### src/assert_macros.svh
// Assertion helpers shared by the frame parser modules.
// No dependencies; the including module must provide clk and rst_n.
`ifndef ASSERT_MACROS_SVH
`define ASSERT_MACROS_SVH

// Property checked at every clock edge outside reset.
`define GBFP_ASSERT(label, prop) \
    label: assert property (@(posedge clk) disable iff (!rst_n) (prop)) \
        else $error("gbfp assertion failed");

// Condition that must never be true outside reset.
`define GBFP_NEVER(label, cond) \
    label: assert property (@(posedge clk) disable iff (!rst_n) !(cond)) \
        else $error("gbfp forbidden condition seen");

`endif

### src/gbfp_pkg.sv
// Shared types and constants for the binary frame parser.
// No dependencies; imported by every module of the block but the output port checker.
`timescale 1ns / 1ps

package gbfp_pkg;

    localparam int BYTE_W     = 8;
    localparam int LEN_W      = 16;
    localparam int STATUS_W   = 2;
    localparam int CFG_IDX_W  = 3;
    localparam int CFG_DATA_W = 16;
    localparam int TDATA_W    = 56;
    localparam int TUSER_W    = 4;

    // Register indexes on the configuration port
    localparam logic [CFG_IDX_W-1:0] CFG_SYNC_FIRST   = 3'd0;
    localparam logic [CFG_IDX_W-1:0] CFG_SYNC_SECOND  = 3'd1;
    localparam logic [CFG_IDX_W-1:0] CFG_LENGTH_LIMIT = 3'd2;
    localparam logic [CFG_IDX_W-1:0] CFG_WANTED_CLASS = 3'd3;
    localparam logic [CFG_IDX_W-1:0] CFG_WANTED_ID    = 3'd4;

    // Reset values of the registers
    localparam logic [BYTE_W-1:0] SYNC_FIRST_RST   = 8'hB5;
    localparam logic [BYTE_W-1:0] SYNC_SECOND_RST  = 8'h62;
    localparam logic [LEN_W-1:0]  LENGTH_LIMIT_RST = 16'd100;
    localparam logic [BYTE_W-1:0] WANTED_CLASS_RST = 8'h01;
    localparam logic [BYTE_W-1:0] WANTED_ID_RST    = 8'h07;

    // Frame status codes
    localparam logic [STATUS_W-1:0] STATUS_GOOD    = 2'd0;
    localparam logic [STATUS_W-1:0] STATUS_BAD_SUM = 2'd1;
    localparam logic [STATUS_W-1:0] STATUS_TOO_LONG = 2'd2;

    typedef struct packed {
        logic [BYTE_W-1:0] sync_first;
        logic [BYTE_W-1:0] sync_second;
        logic [LEN_W-1:0]  length_limit;
        logic [BYTE_W-1:0] wanted_class;
        logic [BYTE_W-1:0] wanted_id;
    } gbfp_cfg_t;

    typedef struct packed {
        logic [BYTE_W-1:0]   payload_byte;
        logic [LEN_W-1:0]    payload_index;
        logic                payload_valid;
        logic                frame_end;
        logic [STATUS_W-1:0] frame_status;
        logic [BYTE_W-1:0]   frame_class;
        logic [BYTE_W-1:0]   frame_id;
        logic [LEN_W-1:0]    frame_length;
        logic                frame_wanted;
    } gbfp_result_t;

endpackage

### src/gbfp_cfg_regs.sv
// Configuration register file of the frame parser.
// Depends on gbfp_pkg for register indexes and reset values.
`timescale 1ns / 1ps

module gbfp_cfg_regs (
    input  logic                              clk,
    input  logic                              rst_n,
    input  logic                              cfg_we,
    input  logic [gbfp_pkg::CFG_IDX_W-1:0]    cfg_index,
    input  logic [gbfp_pkg::CFG_DATA_W-1:0]   cfg_wdata,
    output gbfp_pkg::gbfp_cfg_t               cfg
);
    import gbfp_pkg::*;

    gbfp_cfg_t cfg_reg;

    // Register writes; unknown indexes are dropped
    always_ff @(posedge clk or negedge rst_n)
    begin
        if (!rst_n)
        begin
            cfg_reg.sync_first   <= SYNC_FIRST_RST;
            cfg_reg.sync_second  <= SYNC_SECOND_RST;
            cfg_reg.length_limit <= LENGTH_LIMIT_RST;
            cfg_reg.wanted_class <= WANTED_CLASS_RST;
            cfg_reg.wanted_id    <= WANTED_ID_RST;
        end
        else if (cfg_we)
        begin
            case (cfg_index)
                CFG_SYNC_FIRST:   cfg_reg.sync_first   <= cfg_wdata[BYTE_W-1:0];
                CFG_SYNC_SECOND:  cfg_reg.sync_second  <= cfg_wdata[BYTE_W-1:0];
                CFG_LENGTH_LIMIT: cfg_reg.length_limit <= cfg_wdata[LEN_W-1:0];
                CFG_WANTED_CLASS: cfg_reg.wanted_class <= cfg_wdata[BYTE_W-1:0];
                CFG_WANTED_ID:    cfg_reg.wanted_id    <= cfg_wdata[BYTE_W-1:0];
                default:          ;
            endcase
        end
    end

    assign cfg = cfg_reg;

endmodule

### src/gbfp_frame_fsm.sv
// Frame state machine: sync hunt, header, payload and checksum tracking.
// Depends on gbfp_pkg and assert_macros.svh; result goes to the output buffer.
`timescale 1ns / 1ps

module gbfp_frame_fsm (
    input  logic                           clk,
    input  logic                           rst_n,
    input  gbfp_pkg::gbfp_cfg_t            cfg,
    input  logic                           in_fire,
    input  logic [gbfp_pkg::BYTE_W-1:0]    rx_byte,
    output gbfp_pkg::gbfp_result_t         result
);
    import gbfp_pkg::*;

    localparam logic [2:0] PH_SYNC1   = 3'd0;
    localparam logic [2:0] PH_SYNC2   = 3'd1;
    localparam logic [2:0] PH_HEAD    = 3'd2;
    localparam logic [2:0] PH_PAYLOAD = 3'd3;
    localparam logic [2:0] PH_CHECK   = 3'd4;

    logic [2:0]        phase_reg,   phase_next;
    logic [LEN_W-1:0]  count_reg,   count_next;
    logic [BYTE_W-1:0] sum_a_reg,   sum_a_next;
    logic [BYTE_W-1:0] sum_b_reg,   sum_b_next;
    logic [BYTE_W-1:0] class_reg,   class_next;
    logic [BYTE_W-1:0] id_reg,      id_next;
    logic [LEN_W-1:0]  length_reg,  length_next;
    logic [BYTE_W-1:0] check_a_reg, check_a_next;

    logic [BYTE_W-1:0] add_a;
    logic [BYTE_W-1:0] add_b;
    logic [LEN_W-1:0]  full_length;
    logic [LEN_W:0]    count_inc;
    logic              sum_ok;

    // Fletcher running sums for the current byte
    assign add_a       = sum_a_reg + rx_byte;
    assign add_b       = sum_b_reg + add_a;
    assign full_length = {rx_byte, length_reg[BYTE_W-1:0]};
    assign count_inc   = {1'b0, count_reg} + {{LEN_W{1'b0}}, 1'b1};
    assign sum_ok      = (check_a_reg == sum_a_reg) && (rx_byte == sum_b_reg);

    // Per-byte step
    always_comb
    begin
        phase_next   = phase_reg;
        count_next   = count_reg;
        sum_a_next   = sum_a_reg;
        sum_b_next   = sum_b_reg;
        class_next   = class_reg;
        id_next      = id_reg;
        length_next  = length_reg;
        check_a_next = check_a_reg;

        result.payload_byte  = '0;
        result.payload_index = '0;
        result.payload_valid = 1'b0;
        result.frame_end     = 1'b0;
        result.frame_status  = STATUS_GOOD;
        result.frame_wanted  = 1'b0;

        case (phase_reg)
            PH_SYNC1:
            begin
                if (rx_byte == cfg.sync_first)
                    phase_next = PH_SYNC2;
            end
            PH_SYNC2:
            begin
                // a mismatch drops the byte and restarts the hunt
                if (rx_byte == cfg.sync_second)
                begin
                    phase_next = PH_HEAD;
                    count_next = '0;
                    sum_a_next = '0;
                    sum_b_next = '0;
                end
                else
                begin
                    phase_next = PH_SYNC1;
                end
            end
            PH_HEAD:
            begin
                sum_a_next = add_a;
                sum_b_next = add_b;
                case (count_reg[1:0])
                    2'd0:
                    begin
                        class_next = rx_byte;
                        count_next = count_inc[LEN_W-1:0];
                    end
                    2'd1:
                    begin
                        id_next    = rx_byte;
                        count_next = count_inc[LEN_W-1:0];
                    end
                    2'd2:
                    begin
                        length_next = {{(LEN_W-BYTE_W){1'b0}}, rx_byte};
                        count_next  = count_inc[LEN_W-1:0];
                    end
                    default:
                    begin
                        length_next = full_length;
                        count_next  = '0;
                        if (full_length >= cfg.length_limit)
                        begin
                            result.frame_end    = 1'b1;
                            result.frame_status = STATUS_TOO_LONG;
                            phase_next          = PH_SYNC1;
                        end
                        else if (full_length == '0)
                            phase_next = PH_CHECK;
                        else
                            phase_next = PH_PAYLOAD;
                    end
                endcase
            end
            PH_PAYLOAD:
            begin
                sum_a_next           = add_a;
                sum_b_next           = add_b;
                result.payload_byte  = rx_byte;
                result.payload_index = count_reg;
                result.payload_valid = 1'b1;
                if (count_inc >= {1'b0, length_reg})
                begin
                    count_next = '0;
                    phase_next = PH_CHECK;
                end
                else
                begin
                    count_next = count_inc[LEN_W-1:0];
                end
            end
            PH_CHECK:
            begin
                if (count_reg == '0)
                begin
                    check_a_next = rx_byte;
                    count_next   = count_inc[LEN_W-1:0];
                end
                else
                begin
                    result.frame_end    = 1'b1;
                    result.frame_status = sum_ok ? STATUS_GOOD : STATUS_BAD_SUM;
                    result.frame_wanted = sum_ok && (class_reg == cfg.wanted_class)
                                          && (id_reg == cfg.wanted_id);
                    count_next          = '0;
                    phase_next          = PH_SYNC1;
                end
            end
            default:
            begin
                phase_next = PH_SYNC1;
                count_next = '0;
            end
        endcase

        result.frame_class  = class_next;
        result.frame_id     = id_next;
        result.frame_length = length_next;
    end

    // State update on each accepted byte
    always_ff @(posedge clk or negedge rst_n)
    begin
        if (!rst_n)
        begin
            phase_reg   <= PH_SYNC1;
            count_reg   <= '0;
            sum_a_reg   <= '0;
            sum_b_reg   <= '0;
            class_reg   <= '0;
            id_reg      <= '0;
            length_reg  <= '0;
            check_a_reg <= '0;
        end
        else if (in_fire)
        begin
            phase_reg   <= phase_next;
            count_reg   <= count_next;
            sum_a_reg   <= sum_a_next;
            sum_b_reg   <= sum_b_next;
            class_reg   <= class_next;
            id_reg      <= id_next;
            length_reg  <= length_next;
            check_a_reg <= check_a_next;
        end
    end

`include "assert_macros.svh"

    `GBFP_ASSERT(a_head_count, (phase_reg == PH_HEAD) |-> (count_reg <= 16'd3))
    `GBFP_ASSERT(a_payload_idx, (phase_reg == PH_PAYLOAD) |-> (count_reg < length_reg))
    `GBFP_NEVER(a_end_and_payload, result.payload_valid && result.frame_end)
    `GBFP_ASSERT(a_end_rehunt, (in_fire && result.frame_end) |=> (phase_reg == PH_SYNC1))

endmodule

### src/gbfp_out_buf.sv
// Result register with one skid entry between the parser and the output stream.
// Depends on gbfp_pkg and assert_macros.svh.
`timescale 1ns / 1ps

module gbfp_out_buf (
    input  logic                      clk,
    input  logic                      rst_n,
    input  logic                      in_fire,
    input  gbfp_pkg::gbfp_result_t    result,
    output logic                      in_ready,
    output logic                      out_valid,
    input  logic                      out_ready,
    output gbfp_pkg::gbfp_result_t    out_result
);
    import gbfp_pkg::*;

    logic         out_valid_reg;
    logic         skid_valid_reg;
    gbfp_result_t out_reg;
    gbfp_result_t skid_reg;
    logic         out_open;

    assign out_open = !out_valid_reg || out_ready;

    // Control: output register refills from skid first, then from the parser
    always_ff @(posedge clk or negedge rst_n)
    begin
        if (!rst_n)
        begin
            out_valid_reg  <= 1'b0;
            skid_valid_reg <= 1'b0;
        end
        else
        begin
            if (out_open)
            begin
                if (skid_valid_reg)
                begin
                    out_valid_reg  <= 1'b1;
                    skid_valid_reg <= 1'b0;
                end
                else
                begin
                    out_valid_reg <= in_fire;
                end
            end
            else if (in_fire)
            begin
                skid_valid_reg <= 1'b1;
            end
        end
    end

    // Payload registers
    always_ff @(posedge clk)
    begin
        if (out_open)
        begin
            if (skid_valid_reg)
                out_reg <= skid_reg;
            else if (in_fire)
                out_reg <= result;
        end
        else if (in_fire)
        begin
            skid_reg <= result;
        end
    end

    assign in_ready   = !skid_valid_reg;
    assign out_valid  = out_valid_reg;
    assign out_result = out_reg;

`include "assert_macros.svh"

    `GBFP_ASSERT(a_skid_needs_out, skid_valid_reg |-> out_valid_reg)
    `GBFP_ASSERT(a_stall_to_skid, (in_fire && out_valid_reg && !out_ready) |=> skid_valid_reg)
    `GBFP_ASSERT(a_skid_drains, (skid_valid_reg && out_ready) |=> !skid_valid_reg)

endmodule

### src/gbfp_out_buf_unused_guard.sv
// Stream port checker for the frame parser output channel.
// Depends on assert_macros.svh; sees only the output ports.
`timescale 1ns / 1ps

module gbfp_out_buf_unused_guard (
    input logic        clk,
    input logic        rst_n,
    input logic        m_tvalid,
    input logic        m_tready,
    input logic        m_tlast,
    input logic [3:0]  m_tuser
);
    logic dummy_reg;

    // Records whether the last transferred result ended a frame
    always_ff @(posedge clk or negedge rst_n)
    begin
        if (!rst_n)
            dummy_reg <= 1'b0;
        else if (m_tvalid && m_tready)
            dummy_reg <= m_tlast;
    end

`include "assert_macros.svh"

    `GBFP_ASSERT(a_hold_valid, (m_tvalid && !m_tready) |=> m_tvalid)
    `GBFP_ASSERT(a_status_on_end, (m_tvalid && (m_tuser[2:1] != 2'd0)) |-> m_tlast)
    `GBFP_NEVER(a_payload_on_end, m_tvalid && m_tuser[0] && m_tlast)
    `GBFP_ASSERT(a_wanted_good, (m_tvalid && m_tuser[3]) |-> (m_tlast && !m_tuser[1] && !dummy_reg))

endmodule

### src/gnss_binary_frame_parser_core.sv
// Binary frame parser for a serial GNSS byte stream: one input byte per request,
// one result per byte. This is the top level; it uses gbfp_pkg and all gbfp_* modules.
//
// Channels: bytes arrive on s_tvalid/s_tready/s_tdata; each accepted byte yields
// exactly one result on m_tvalid/m_tready/m_tdata/m_tuser/m_tlast.
//   m_tdata [7:0] payload_byte, [23:8] payload_index, [31:24] frame_class,
//           [39:32] frame_id, [55:40] frame_length
//   m_tuser [0] payload_valid, [2:1] frame_status, [3] frame_wanted
//   m_tlast frame_end (last checksum byte, or length rejection)
// Throughput: one byte per cycle while the skid entry is empty; the whole per-byte step
// (sync match, header capture, Fletcher sums, compare) is one combinational pass into the
// result register, or into the skid entry when the result register is held.
// Stall: one skid entry holds a result while m_tready is low; s_tready drops only
// when both the result register and the skid entry are full.
// Reset: parser returns to the sync hunt, held class/id/length clear, registers
// take their default values, output channel empties.
// Configuration: cfg_we/cfg_index/cfg_wdata write one register per cycle:
//   0 sync_first, 1 sync_second, 2 length_limit, 3 wanted_class, 4 wanted_id.
`timescale 1ns / 1ps

module gnss_binary_frame_parser_core (
    input  logic                                clk,
    input  logic                                rst_n,
    input  logic                                s_tvalid,
    output logic                                s_tready,
    input  logic [gbfp_pkg::BYTE_W-1:0]         s_tdata,   // [7:0] rx_byte
    output logic                                m_tvalid,
    input  logic                                m_tready,
    output logic [gbfp_pkg::TDATA_W-1:0]        m_tdata,   // payload_byte, payload_index,
                                                           // frame_class, frame_id,
                                                           // frame_length
    output logic [gbfp_pkg::TUSER_W-1:0]        m_tuser,   // payload_valid, frame_status,
                                                           // frame_wanted
    output logic                                m_tlast,
    input  logic                                cfg_we,
    input  logic [gbfp_pkg::CFG_IDX_W-1:0]      cfg_index,
    input  logic [gbfp_pkg::CFG_DATA_W-1:0]     cfg_wdata
);
    import gbfp_pkg::*;

    gbfp_cfg_t    cfg;
    gbfp_result_t step_result;
    gbfp_result_t out_result;
    logic         in_ready;
    logic         in_fire;

    assign s_tready = in_ready;
    assign in_fire  = s_tvalid && in_ready;

    gbfp_cfg_regs u_cfg_regs (
        .clk       (clk),
        .rst_n     (rst_n),
        .cfg_we    (cfg_we),
        .cfg_index (cfg_index),
        .cfg_wdata (cfg_wdata),
        .cfg       (cfg)
    );

    gbfp_frame_fsm u_frame_fsm (
        .clk     (clk),
        .rst_n   (rst_n),
        .cfg     (cfg),
        .in_fire (in_fire),
        .rx_byte (s_tdata),
        .result  (step_result)
    );

    gbfp_out_buf u_out_buf (
        .clk        (clk),
        .rst_n      (rst_n),
        .in_fire    (in_fire),
        .result     (step_result),
        .in_ready   (in_ready),
        .out_valid  (m_tvalid),
        .out_ready  (m_tready),
        .out_result (out_result)
    );

    gbfp_out_buf_unused_guard u_port_check (
        .clk      (clk),
        .rst_n    (rst_n),
        .m_tvalid (m_tvalid),
        .m_tready (m_tready),
        .m_tlast  (m_tlast),
        .m_tuser  (m_tuser)
    );

    // Output packing, lowest field first
    assign m_tdata = {out_result.frame_length, out_result.frame_id, out_result.frame_class,
                      out_result.payload_index, out_result.payload_byte};
    assign m_tuser = {out_result.frame_wanted, out_result.frame_status,
                      out_result.payload_valid};
    assign m_tlast = out_result.frame_end;

endmodule

### config.mk
export PLATFORM = sky130hd
export DESIGN_NAME = gnss_binary_frame_parser_core
export DESIGN_NICKNAME = d
export VERILOG_FILES = /design/src/gbfp_pkg.sv /design/src/gbfp_cfg_regs.sv /design/src/gbfp_frame_fsm.sv /design/src/gbfp_out_buf.sv /design/src/gbfp_out_buf_unused_guard.sv /design/src/gnss_binary_frame_parser_core.sv
export VERILOG_INCLUDE_DIRS = /design/src /design/src/src
export SDC_FILE = /design/constraint.sdc
export NUM_CORES = 1
export LEC_CHECK = 0
export BUFFER_PORTS_ARGS = -buffer_cell sky130_fd_sc_hd__buf_2
export CAP_MARGIN = 20
export CORE_ASPECT_RATIO = 1.1
export CORE_UTILIZATION = 36
export CTS_CLUSTER_DIAMETER = 40
export DETAILED_ROUTE_END_ITERATION = 8
export GPL_ROUTABILITY_DRIVEN = 0
export PLACE_DENSITY_LB_ADDON = 0.2
export SLEW_MARGIN = 20
export SYNTH_ARGS = -nofsm -noshare
export SYNTH_HDL_FRONTEND = slang
export SYNTH_SLANG_ARGS = --single-unit
### constraint.sdc
create_clock -name clk -period 5.1 [get_ports clk]
set_input_delay 0.255 -clock clk [delete_from_list [all_inputs] [get_ports clk]]
set_output_delay 0.255 -clock clk [all_outputs]
set_load 0.01 [all_outputs]
After elaboration in Yosys (flattened, before gate mapping)
Cells that the tools add are included.
- $add $sub $neg: 3
- order comparisons: 2
- equal/unequal tests: 21
- mux-type cells: 35
- bitwise gates (word level): 2
- reductions and logical operators: 29
- operators by type and width (kind ; number):
    2-to-1 mux 61 bit ; 2
    2-to-1 mux 16 bit ; 5
    one-hot mux 16 bit (5 select lines) ; 1
    == test 8 bit ; 6
    2-to-1 mux 8 bit ; 5
    zero test 16 bit ; 2
    one-hot mux 16 bit (2 select lines) ; 1
    one-hot mux 8 bit (2 select lines) ; 2
    2-to-1 mux 3 bit ; 9
    2-to-1 mux 25 bit ; 1
    adder 16 x 1 -> 17 bit, second input constant ; 1
    greater-or-equal comparator 17 x 16 -> 1 bit ; 1
    adder 8 bit ; 2
    greater-or-equal comparator 16 bit ; 1
    one-hot mux 3 bit (5 select lines) ; 1
    AND reduction 2 bit ; 7
    == test 3 x 2 -> 1 bit, second input constant ; 4
    AND reduction 3 bit ; 3
    == test 3 x 1 -> 1 bit, second input constant ; 2
    == test 3 bit, second input constant ; 2
    zero test 3 bit ; 2
    2-to-1 mux 1 bit ; 6
    != test 2 x 1 -> 1 bit, second input constant ; 3
    one-hot mux 3 bit (2 select lines) ; 1
    other kinds (13) ; 22
- flip-flop bits (word level): 247
- input port bits: 32
- output and inout bits: 63
- logic and storage cells: 125

Depth between registers and ports, before layout
Gate-level depths: netlist of run 1.
- depth in word-level cells: 8
- depth in mapped cells: 15
- gate-level depth less buffers: 14

Cells and area by module
A second synthesis of run 1 with hierarchy kept.
- cell total of the unflattened synthesis: 961
- area total of the unflattened synthesis: 12554.5 um2
- modules (own cells, without submodules) (module ; times used ; cells an instance ; area an instance (um2) ; sequential area each (um2)):
    gbfp_frame_fsm ; 1 ; 655 ; 5910.7 ; 1876.8
    gbfp_out_buf ; 1 ; 200 ; 4785.8 ; 3713.6
    gbfp_cfg_regs ; 1 ; 105 ; 1851.8 ; 1219.9
    gnss_binary_frame_parser_core ; 1 ; 1 ; 6.3 ; 0.0

Least setup slack after synthesis of run 1
OpenSTA, ideal clock, no wires.
- path kind: reg2reg
- start point: reg u_out_buf.skid_valid_reg
- end point: reg u_out_buf.skid_reg[0] (netlist bit) (enable)
- setup time: 0.480 ns
- data arrival time: 3.614 ns
- required time: 4.620 ns
- slack: 1.005 ns
- cell stages (with the launch flop): 6
- buffers on the path: 2
- period minus slack after synthesis: 4.095 ns
- cell sequence: dfrtp_1 > inv_2 > nand2_1 > clkbuf_1 > buf_1 > nor2_1
- word-level cells in the longest chain between the ends: 3
- ends and longest elaborated chain (what ; line ; text):
    start, declared ; gbfp_out_buf.sv:18 ; logic skid_valid_reg;
    start signal, assigned ; gbfp_out_buf.sv:31 ; skid_valid_reg <= 1'b0;
    start signal, assigned ; gbfp_out_buf.sv:40 ; skid_valid_reg <= 1'b0;
    start signal, assigned ; gbfp_out_buf.sv:49 ; skid_valid_reg <= 1'b1;
    zero test 1 bit ; gbfp_out_buf.sv:70 ; assign in_ready = !skid_valid_reg;
    logical AND 1 bit ; gnss_binary_frame_parser_core.sv:48 ; assign in_fire = s_tvalid && in_ready;
    AND reduction 2 bit (no line) ; - ;
    end signal, assigned ; gbfp_out_buf.sv:66 ; skid_reg <= result;
    end, declared ; gbfp_out_buf.sv:20 ; gbfp_result_t skid_reg;
No other way between the ends.
A chain may end at the register's enable or synchronous reset.

Final worst setup path of run 1
- start point: reg u_frame_fsm.count_reg[1]
- end point: reg u_frame_fsm.count_reg[0]
- word-level cells in the longest chain between the ends: 4
- elaborated cells on any way between the ends: 11
- classes of those cells: 1 x add/sub; 1 x order compare; 2 x eq/ne; 4 x mux; 3 x reduce/logical
- ends and longest elaborated chain (what ; line ; text):
    start, declared ; gbfp_frame_fsm.sv:22 ; logic [LEN_W-1:0] count_reg, count_next;
    start signal, assigned ; gbfp_frame_fsm.sv:183 ; count_reg <= count_next;
    adder 16 x 1 -> 17 bit (tied with other cells) ; gbfp_frame_fsm.sv:40 ; assign count_inc = {1'b0, count_reg} + {{LEN_W{1'b0}}, 1'b1};
    greater-or-equal comparator 17 x 16 -> 1 bit / OR reduction 3 bit (equally long branches) ; - ;
    2-to-1 mux 16 bit (on tied branches) ; gbfp_frame_fsm.sv:127, gbfp_frame_fsm.sv:87 ;
    one-hot mux 16 bit (5 select lines) * ; gbfp_frame_fsm.sv:62 ; case (phase_reg)
Every way passes the cells marked *; elsewhere a longest branch is shown, timed or not.

==> impl_metrics.yaml, run 1 <==
timing:
  final.min_clock_period_ns: 3.611
  hold_slack_ns: 0.04175
  period_share: 0.7080
  worstMarginPinSlew_ns: 1.005
  slew_headroom: 0.3237
  fmax_mhz: 276.9
  setup_tns_ns: 0
  setup_ws_ns: 1.489
  finalSetupViolCount: 0
  rsz0062_at_grt: "false"
  fin_skew_ns: 0.02011
  finalHoldViolCount: 0
  finalMaxSlewViolations: 0
setup_path:
  cp_common_cell: "ha_1"
  r2r_start: "u_frame_fsm.count_reg[1]"
  path_class: "reg -> reg"
  critPathMaxStageDelay_ns: 0.49
  reg2reg_setup_slack_ns: 1.49
  path_cells: "ha_1 > nand3_1 > or2_2 > nand2_1 > ha_1 > a211oi_2 > nor2_1 > o31a_1 > o41ai_4 > a21oi_2 > nor2_2 > mux2_2"
  cp.required_ns: 5.53
  critPathLaunch: "u_frame_fsm.count_reg[1]"
  crit_path_end_kind: "flip-flop"
  worst_ep_arrival_time_ns: 4.05
  critical_path.top_delay_family: "simple AND/OR/NAND/NOR gates"
  rr_worst_depth: 12
  r2r-end: "u_frame_fsm.count_reg[0]"
  slowest_stage: "nor2_2"
  path_max_fanout: 13
  worstSetupStartpointType: "flip-flop"
  path_buf_inv: 0
clock_tree:
  cts-htree-levels: 2
  numCtsBuffers: 37
  insertion_delay_ns: 0.51
  clock-sinks: 247
  cts_root_buf: "clkbuf_16"
  cts_tree: "yes"
  clk_pin_slew_ns: 0.05
  cts_buffer_depth: 3
  cts.repair.resized: 0
  post_cts_buffers: 0
pwr:
  clockPowerShare: 0.427
  p_sw_w: 0.001456
  power.total_w: 0.005556
  sequentialPowerShare: 0.441
  switching_share: 0.2622
  ir_drop_mv: 0.2069
  leakagePower_nw: 6.229
  power_density_mw_per_mm2: 390.1
  pwr-share-comb: 0.132
  intPower_w: 0.004099
yosys:
  ys.warnings.count: 0
  postSynthAreaPerCell_um2: 12.34
  ys_ff_latch: 247
  synth.distinct_cells: 60
  syn-instance-count: 978
  synth_top_area_frac: 0.3035
  synthTopCellsByCount: "122 x edfxtp_1, 118 x mux2_2, 118 x nand2_1, 110 x dfrtp_1, 51 x ha_1"
  yosysSeqAreaShare: 0.5643
  synth_area_leader_cell: "edfxtp_1"
  synth_area_mm2: 0.01207
  async_reset_ff_frac: 0.5061
  syn-num-nets: 1063
  synthTopCellsByArea: "edfxtp_1 30%, dfrtp_1 23%, mux2_2 11%"
  synth_edf_count: 122
  ys.flop_type: "edfxtp_1"
  synth.most_common_cell: "edfxtp_1"
layout:
  final_nets: 1171
  fin_area_mm2: 0.01424
  drive_gt1_frac: 0.2783
  synthToLayoutAreaGrowth_pct: 18.01
  antenna_cells: 0
place:
  portBuffers: 94
  dpl.hpwl_um: 19160
  placed_area_mm2: 0.01297
  place_ws_ns: 1.537
global_route:
  grt-ovfl-total: 0
  track_usage: 0.1696
  grt_pass1_wl_um: 45150
  grt_max_degree: 74
  antenna_found_initial: 0
  grt_pass1_vias: 7940
run_status:
  outcome: "complete, no violations"
drt:
  drtIter0Drc: 500
  vias_per_cell: 5.090
  drc: 0
  wl_per_cell_um: 18.49
  routed_wl_um: 28480
  drt_pass1_iterations: 5
  dr_total_vias: 7838
  ant_nets: 0
worst_hold_path:
  holdPathEnd: "u_cfg_regs.cfg[21]"
  min_delay_path_depth: 3
  hp-start: "cfg_wdata[5]"
  min_path_type: "in -> reg"
floorplanning:
  io_pins: 95
  start_util: 0.3698
  die-width_um: 176.6
  rows: 69
  dieArea_mm2: 0.03426
  die_h_um: 194.0
  coreArea_mm2: 0.03263
job:
  drv_cap: 0
-- cell families after synthesis --
family | count (synthesis) | share of synthesized area
AOI/OAI and AO/OA | 139 | 0.08190
xor gates and xnor gates | 72 | 0.05225
adders and majority gates | 53 | 0.05619
buffers and inverters | 92 | 0.02996
DFF | 247 | 0.5643
muxes | 121 | 0.1130
and+or+nand+nor | 254 | 0.1024
-- tightest hold or removal path, cell delays in order --
cell	delay, ns
buf_2	0.15
nand2_1	0.06
o21ai_0	0.07
-- metal layers --
| metal | vias to the layer above | routed length [µm] | track usage |
|---|---|---|---|
| met3 | 54 | 1103 | 0.02667 |
| met1 | 3835 | 13570 | 0.2377 |
| li1 | 3766 | - | - |
| met5 | - | 0 | 0 |
| met2 | 183 | 12900 | 0.2645 |
| met4 | 0 | 911 | 0.06003 |
-- power groups by stage --
stage / clock [W] / combinational, W / sequential (W)
finish: 0.00237 / 0.000732 / 0.00245
global route: 0.00251 / 0.000818 / 0.00248
CTS: 0.00242 / 0.000743 / 0.00245
detailed placement: 0 / 0.000734 / 0.00249
global placement: 0 / 0.000725 / 0.00248
floorplan: 0 / 0.000501 / 0.00247
-- worst max-delay path by stage --
stage | cells after the start | end | slack (ns)
after floorplan | 5 | u_out_buf.skid_reg[0] | 1.01
after global placement | 13 | u_frame_fsm.count_reg[0] | 1.57
after detailed placement | 13 | u_frame_fsm.count_reg[0] | 1.54
after CTS | 13 | u_frame_fsm.count_reg[0] | 1.51
after global routing | 13 | u_frame_fsm.count_reg[0] | 1.21
final | 12 | u_frame_fsm.count_reg[0] | 1.49
-- repair_timing --
action | CTS | global route
setup endpoints to repair | 0 | 0
endpoints found under the hold margin | 57 | 0
hold buffers | 10 | 0
-- cell type report --
| cell class | instances | area [µm²] |
|---|---|---|
| inverter | 48 | 180.2 |
| sequential | 247 | 6810 |
| fill | 3084 | 18390 |
| multi-input combinational | 639 | 4906 |
| timing repair buffer | 113 | 640.6 |
| clock inverter | 20 | 177.7 |
| clock buffer | 47 | 994.7 |
| tap | 426 | 533.0 |
-- cell usage in the layout (no fill, tap or decap), types with 5 or more instances in the layout --
cell           Yosys  layout
a21o_1             8       8
a21oi_1           21      21
a22o_1            35      35
and3_1            27      27
buf_2             10      93
buf_4              1      10
clkbuf_1          30       8
clkbuf_16          0      38
clkinvlp_4         0       5
dfrtp_1          110     110
dfstp_2           15      15
dlygate4sd3_1      0      10
edfxtp_1         122     122
ha_1              51      51
inv_1             47      47
mux2_2           118     118
nand2_1          118     118
nand2b_1           5       5
nand3_1           14      14
nand4_1           14      14
nor2_1            25      24
nor2b_1            5       5
nor3_1            13      13
nor4_1            16      16
o21ai_0           40      40
xnor2_1           29      29
xor2_1            43      43
-- metrics by stage --
| step | instances | util |
|---|---|---|
| detailed placement | 1463 | 0.3974 |
| global placement | 1463 | 0.3974 |
| CTS | 1540 | 0.4364 |
| global route | 1540 | 0.4364 |
| finish | 1540 | 0.4364 |
| floorplan | 978 | - |
Note: power is estimated with default switching activity, not from simulation.
==> run 2: changes to the inputs <==
--- a/config.mk
+++ b/config.mk
@@ -6,6 +6,7 @@
 export SDC_FILE = /design/constraint.sdc
 export NUM_CORES = 1
 export LEC_CHECK = 0
+export ABC_AREA = 1
 export BUFFER_PORTS_ARGS = -buffer_cell sky130_fd_sc_hd__buf_2
 export CAP_MARGIN = 20
 export CORE_ASPECT_RATIO = 1.1
==> constraint.sdc (replaced) <==
create_clock -name clk -period 3.75 [get_ports clk]
set_input_delay 0.1875 -clock clk [delete_from_list [all_inputs] [get_ports clk]]
set_output_delay 0.1875 -clock clk [all_outputs]
set_load 0.01 [all_outputs]
==> run 2 against run 1 <==
Fmax rose by 13%. Register-to-register slack worse by 0.93 ns. Global-route usage rose by 1.6 points. Clock power increased by 39%. Synthesized area rose by 2.3%. Total power grew 47%. Via count grew 20%. Utilization is 0.10 points lower. Combinational power up 100%. Sequential cell count did not move. Critical path type unchanged. Largest cell class unchanged.
==> impl_metrics.yaml, run 2 <==
run_status:
  outcome: "complete, no violations"
timing:
  final.min_clock_period_ns: 3.189
  period_share: 0.8504
  fin_skew_ns: 0.02177
  finalHoldViolCount: 0
  rsz0062_at_grt: "false"
  finalMaxSlewViolations: 0
  slew_headroom: 0.3385
  setup_ws_ns: 0.5612
  setup_tns_ns: 0
  fmax_mhz: 313.6
  worstMarginPinSlew_ns: 0.9832
  finalSetupViolCount: 0
layout:
  final_cells: 1962
  drive_gt1_frac: 0.1399
  synthToLayoutAreaGrowth_pct: 18.27
  final_nets: 1587
  antenna_cells: 0
  final_util: 0.4354
  layout_commonest_cell: "nand2_1"
  final_cell_mix: "448 x nand2_1, 144 x inv_1, 129 x o21ai_0, 122 x edfxtp_1, 109 x dfrtp_1"
drt:
  wl_per_cell_um: 15.84
  drt_pass1_iterations: 7
  dr_total_vias: 9430
  drtIter0Drc: 660
  ant_nets: 0
  drc: 0
  vias_per_cell: 4.806
  routed_wl_um: 31080
yosys:
  async_reset_ff_frac: 0.5061
  syn-instance-count: 1384
  synthTopCellsByArea: "edfxtp_1 30%, dfrtp_1 22%, nand2_1 14%"
  syn-num-nets: 1469
  synthTopCellsByCount: "448 x nand2_1, 144 x inv_1, 129 x o21ai_0, 122 x edfxtp_1, 110 x dfrtp_1"
  yosysSeqAreaShare: 0.5515
  synth_area_mm2: 0.01235
  synth.most_common_cell: "nand2_1"
  synth_top_area_frac: 0.2967
  ys_ff_latch: 247
  synth.distinct_cells: 45
  synth_edf_count: 122
  synth_area_leader_cell: "edfxtp_1"
  ys.flop_type: "edfxtp_1"
  postSynthAreaPerCell_um2: 8.923
  ys.warnings.count: 0
global_route:
  track_usage: 0.1857
  grt_pass1_vias: 9255
  grt-ovfl-total: 0
  grt_pass1_wl_um: 50450
  grt_max_degree: 63
  antenna_found_initial: 0
floorplanning:
  rows: 70
  coreArea_mm2: 0.03354
  die_h_um: 196.3
  dieArea_mm2: 0.03505
  die-width_um: 178.6
  start_util: 0.3681
  io_pins: 95
setup_path:
  path_class: "reg -> reg"
  cp_common_cell: "nand2_1"
  worstSetupStartpointType: "flip-flop"
  critPathMaxStageDelay_ns: 0.48
  slowest_stage: "dfrtp_1"
  path_buf_inv: 2
  critical_path.top_delay_family: "simple AND/OR/NAND/NOR gates"
  path_cells: "nand4_1 > nor2_1 > nand3_1 > nor3_1 > xor2_1 > inv_1 > ha_1 > nand2_1 > inv_1 > nand2_1 > nor2_1 > a21oi_1 > nand2_1 > nand2_1 > nand2_1 > nand2_1 > nand2_1 > nand3_2 > nand2_1 > o21ai_0"
  path_max_fanout: 15
  cp.required_ns: 4.14
  worst_ep_arrival_time_ns: 3.57
  crit_path_end_kind: "flip-flop"
pwr:
  pwr-share-comb: 0.181
  switching_share: 0.2995
  intPower_w: 0.005702
  ir_drop_mv: 0.2891
  power.total_w: 0.008141
  clockPowerShare: 0.405
  sequentialPowerShare: 0.414
  power_density_mw_per_mm2: 557.4
  p_sw_w: 0.002439
  leakagePower_nw: 6.914
clock_tree:
  holdBufCountCts: 10
  cts-htree-levels: 2
  insertion_delay_ns: 0.52
  cts_buffer_depth: 3
  clk_pin_slew_ns: 0.05
  post_cts_buffers: 0
  cts_tree: "yes"
  cts.repair.resized: 0
  clock-sinks: 247
  cts_root_buf: "clkbuf_16"
  numCtsBuffers: 37
worst_hold_path:
  min_path_type: "in -> reg"
place:
  place_ws_ns: 0.5578
  portBuffers: 94
  dp_cells: 1885
  dpl.hpwl_um: 21820
job:
  drv_cap: 0
[run 2: layout make-up]
class | instances | area, µm²
timing repair buffer | 118 | 678.2
clock buffer | 42 | 985.9
clock inverter | 25 | 207.7
fill | 3388 | 18940
tap | 432 | 540.5
inverter | 150 | 563.0
multi-input combinational | 948 | 4818
sequential | 247 | 6812
[run 2: worst paths after layout]
| check | from | to | slack, ns | depth (start not counted) |
|---|---|---|---|---|
| max in group asynchronous | rst_n | u_frame_fsm.count_reg[5] | 2.45 | 3 |
| hold / removal | cfg_wdata[3] | u_cfg_regs.cfg[3] | 0.05 | 3 |
| setup / recovery | u_frame_fsm.count_reg[0] | u_frame_fsm.count_reg[11] | 0.56 | 20 |
| min in group asynchronous | rst_n | u_cfg_regs.cfg[29] | 0.34 | 2 |
| setup reg to reg | u_frame_fsm.count_reg[0] | u_frame_fsm.count_reg[11] | 0.56 | 20 |
| hold reg to reg | u_cfg_regs.cfg[19] | u_cfg_regs.cfg[19] | 0.48 | 2 |
[run 2: power groups by stage]
| stage | Sequential [W] | Clock, W | Combinational (W) |
|---|---|---|---|
| after floorplan | 0.00343 | 0 | 0.000977 |
| after global placement | 0.00342 | 0 | 0.00144 |
| after detailed placement | 0.00342 | 0 | 0.00147 |
| after CTS | 0.00338 | 0.00337 | 0.00149 |
| after global routing | 0.00341 | 0.00348 | 0.00171 |
| final | 0.00337 | 0.00330 | 0.00147 |
[run 2: through the flow]
stage,instance area (µm²),hold WS [ns]
floorplan,12350,-0.1081
global placement,13310,0.3384
detailed placement,13310,0.3430
CTS,14610,0.04827
global route,14610,0.06655
finish,14610,0.05001
[run 2: cells by family (layout without fill, tap and decap cells)]
kind of cell    after synthesis  in the layout  share of synthesized area
fa+ha+maj                    53             53                    0.05491
compound gates              194            194                    0.08227
xor+xnor                     48             48                    0.03404
flops                       247            247                     0.5515
simple gates                653            653                     0.2177
buf+inv                     189            335                    0.05957
[run 2: worst register-to-register path, cell delays in order (launching register included)]
cell and delay, ns:
dfrtp_1 0.48, nand4_1 0.19, nor2_1 0.16, nand3_1 0.12, nor3_1 0.31, xor2_1 0.24
inv_1 0.06, ha_1 0.26, nand2_1 0.04, inv_1 0.06, nand2_1 0.07, nor2_1 0.14
a21oi_1 0.08, nand2_1 0.06, nand2_1 0.05, nand2_1 0.05, nand2_1 0.08, nand2_1 0.11
nand3_2 0.27, nand2_1 0.16, o21ai_0 0.09
[run 2: metal layers]
| layer | track usage | vias to the layer above | routed length, µm | part of all wire |
|---|---|---|---|---|
| met4 | 0.05869 | 0 | 830 | 0.027 |
| met5 | 0 | - | 0 | 0 |
| li1 | - | 4751 | - | - |
| met2 | 0.2980 | 208 | 14370 | 0.46 |
| met3 | 0.02771 | 59 | 1302 | 0.042 |
| met1 | 0.2566 | 4412 | 14580 | 0.47 |
==> run 3: changes to the inputs <==
--- a/config.mk
+++ b/config.mk
@@ -15,6 +15,7 @@
 export DETAILED_ROUTE_END_ITERATION = 8
 export GPL_ROUTABILITY_DRIVEN = 0
 export PLACE_DENSITY_LB_ADDON = 0.2
+export REMOVE_ABC_BUFFERS = 1
 export SLEW_MARGIN = 20
 export SYNTH_ARGS = -nofsm -noshare
 export SYNTH_HDL_FRONTEND = slang
==> run 3 against run 2 <==
Clock power up 15%. Critical path type unchanged. Final area up 1.2%. Critical path depth unchanged. Critical endpoint is now u_frame_fsm.count_reg[5].
==> impl_metrics.yaml, run 3 (same netlist as run 2, synthesis figures left out) <==
place:
  portBuffers: 94
  place_ws_ns: 0.5852
  placed_area_mm2: 0.01331
  dpl.hpwl_um: 21650
  dp_cells: 1881
setup_path:
  slowest_stage: "dfrtp_1"
  cp_common_cell: "nand2_1"
  path_cells: "nand4_1 > nor2_1 > nand3_1 > nor3_1 > xor2_1 > inv_1 > ha_1 > nand2_1 > inv_1 > nand2_1 > nor2_1 > a21oi_1 > nand2_1 > nand2_1 > nand2_1 > nand2_1 > nand2_1 > nand3_2 > nand2_1 > o21ai_0"
  worstSetupStartpointType: "flip-flop"
  critPathLaunch: "u_frame_fsm.count_reg[0]"
  r2r_start: "u_frame_fsm.count_reg[0]"
  path_buf_inv: 2
  path_class: "reg -> reg"
  crit_path_end_kind: "flip-flop"
  cp.required_ns: 4.13
  critPathMaxStageDelay_ns: 0.45
  path_max_fanout: 15
  worst_ep_arrival_time_ns: 3.59
  critical_path.top_delay_family: "simple AND/OR/NAND/NOR gates"
clock_tree:
  insertion_delay_ns: 0.52
  clock-sinks: 247
  cts.repair.resized: 0
  cts_tree: "yes"
  clk_pin_slew_ns: 0.05
  cts_root_buf: "clkbuf_16"
  cts-htree-levels: 2
  cts_buffer_depth: 3
  numCtsBuffers: 40
drt:
  dr_total_vias: 9538
  ant_nets: 0
  drc: 0
  wl_per_cell_um: 15.98
  routed_wl_um: 31370
  drt_pass1_iterations: 5
  drtIter0Drc: 611
  vias_per_cell: 4.859
layout:
  antenna_cells: 0
  final_cell_mix: "448 x nand2_1, 144 x inv_1, 129 x o21ai_0, 122 x edfxtp_1, 109 x dfrtp_1"
  final_cells: 1963
  layout_commonest_cell: "nand2_1"
  final_util: 0.4407
  drive_gt1_frac: 0.1404
  fin_area_mm2: 0.01478
  final_nets: 1586
  synthToLayoutAreaGrowth_pct: 19.72
timing:
  setup_ws_ns: 0.5456
  slew_headroom: 0.3618
  setup_tns_ns: 0
  fmax_mhz: 312.1
  final.min_clock_period_ns: 3.204
  fin_skew_ns: 0.02050
  rsz0062_at_grt: "false"
  period_share: 0.8545
  finalHoldViolCount: 0
  finalMaxSlewViolations: 0
  worstMarginPinSlew_ns: 0.9551
  finalSetupViolCount: 0
global_route:
  grt_pass1_wl_um: 49870
  antenna_found_initial: 0
  grt_max_degree: 63
  grt-ovfl-total: 0
  track_usage: 0.1850
  grt_pass1_vias: 9137
floorplanning:
  die-width_um: 178.6
  die_h_um: 196.3
  start_util: 0.3681
  io_pins: 95
  coreArea_mm2: 0.03354
  rows: 70
  dieArea_mm2: 0.03505
pwr:
  power_density_mw_per_mm2: 582.7
  ir_drop_mv: 0.3564
  leakagePower_nw: 6.991
job:
  drv_cap: 0
worst_hold_path:
  hp-start: "m_tready"
  min_path_type: "in -> reg"
run_status:
  outcome: "complete, no violations"
-- run 3: worst min-delay path, cell delays in order --
cell,delay (ns)
buf_2,0.08
nor2_1,0.06
inv_1,0.13
nor2_1,0.05
-- run 3: cell type report --
cell class                      count  area [µm²]
Tap cell                          432       540.5
Clock inverter                     28       319.1
Fill cell                        3314       18760
Multi-Input combinational cell    948        4818
Timing Repair Buffer              114       673.1
Sequential cell                   247        6812
Clock buffer                       44        1059
Inverter                          150       563.0
-- run 3: where the power goes --
part	total, W	switching [W]	internal [W]
clock network	0.00378	0.00137	0.00241
logic	0.00146	0.000961	0.000501
registers	0.00337	0.000161	0.00321
total	0.00862	0.00249	0.00613
-- run 3: routing by layer --
metal | routed length, µm | share of wire | GRT usage | vias to the layer above
li1 | - | - | - | 4748
met1 | 14620 | 0.47 | 0.2498 | 4492
met2 | 14300 | 0.46 | 0.2984 | 237
met3 | 1499 | 0.048 | 0.02907 | 61
met4 | 942 | 0.030 | 0.06748 | 0
met5 | 0 | 0 | 0 | -
-- run 3: path summary, 6_finish.rpt --
| path | endpoint | slack (ns) | depth (start not counted) |
|---|---|---|---|
| max | u_frame_fsm.count_reg[5] | 0.55 | 20 |
| min | u_out_buf.skid_valid_reg | 0.03 | 4 |
| max reg2reg | u_frame_fsm.count_reg[5] | 0.55 | 20 |
| min reg2reg | u_cfg_regs.cfg[21] | 0.49 | 2 |
| max in group asynchronous | u_cfg_regs.cfg[1] | 2.59 | 3 |
| min in group asynchronous | u_cfg_regs.cfg[24] | 0.25 | 2 |
-- run 3: metrics by stage --
stage          power [W]  hold slack [ns]
6_report        0.008615          0.03331
4_1_cts         0.008716          0.01051
5_1_grt         0.009056          0.03259
2_1_floorplan   0.004389          -0.1081
3_3_place_gp    0.004851           0.2334
3_5_place_dp    0.004884           0.2305
-- run 3: repair_timing --
item                      CTS  global route
hold buffers               10             0
setup buffers               0             0
hold endpoints to repair   41             0
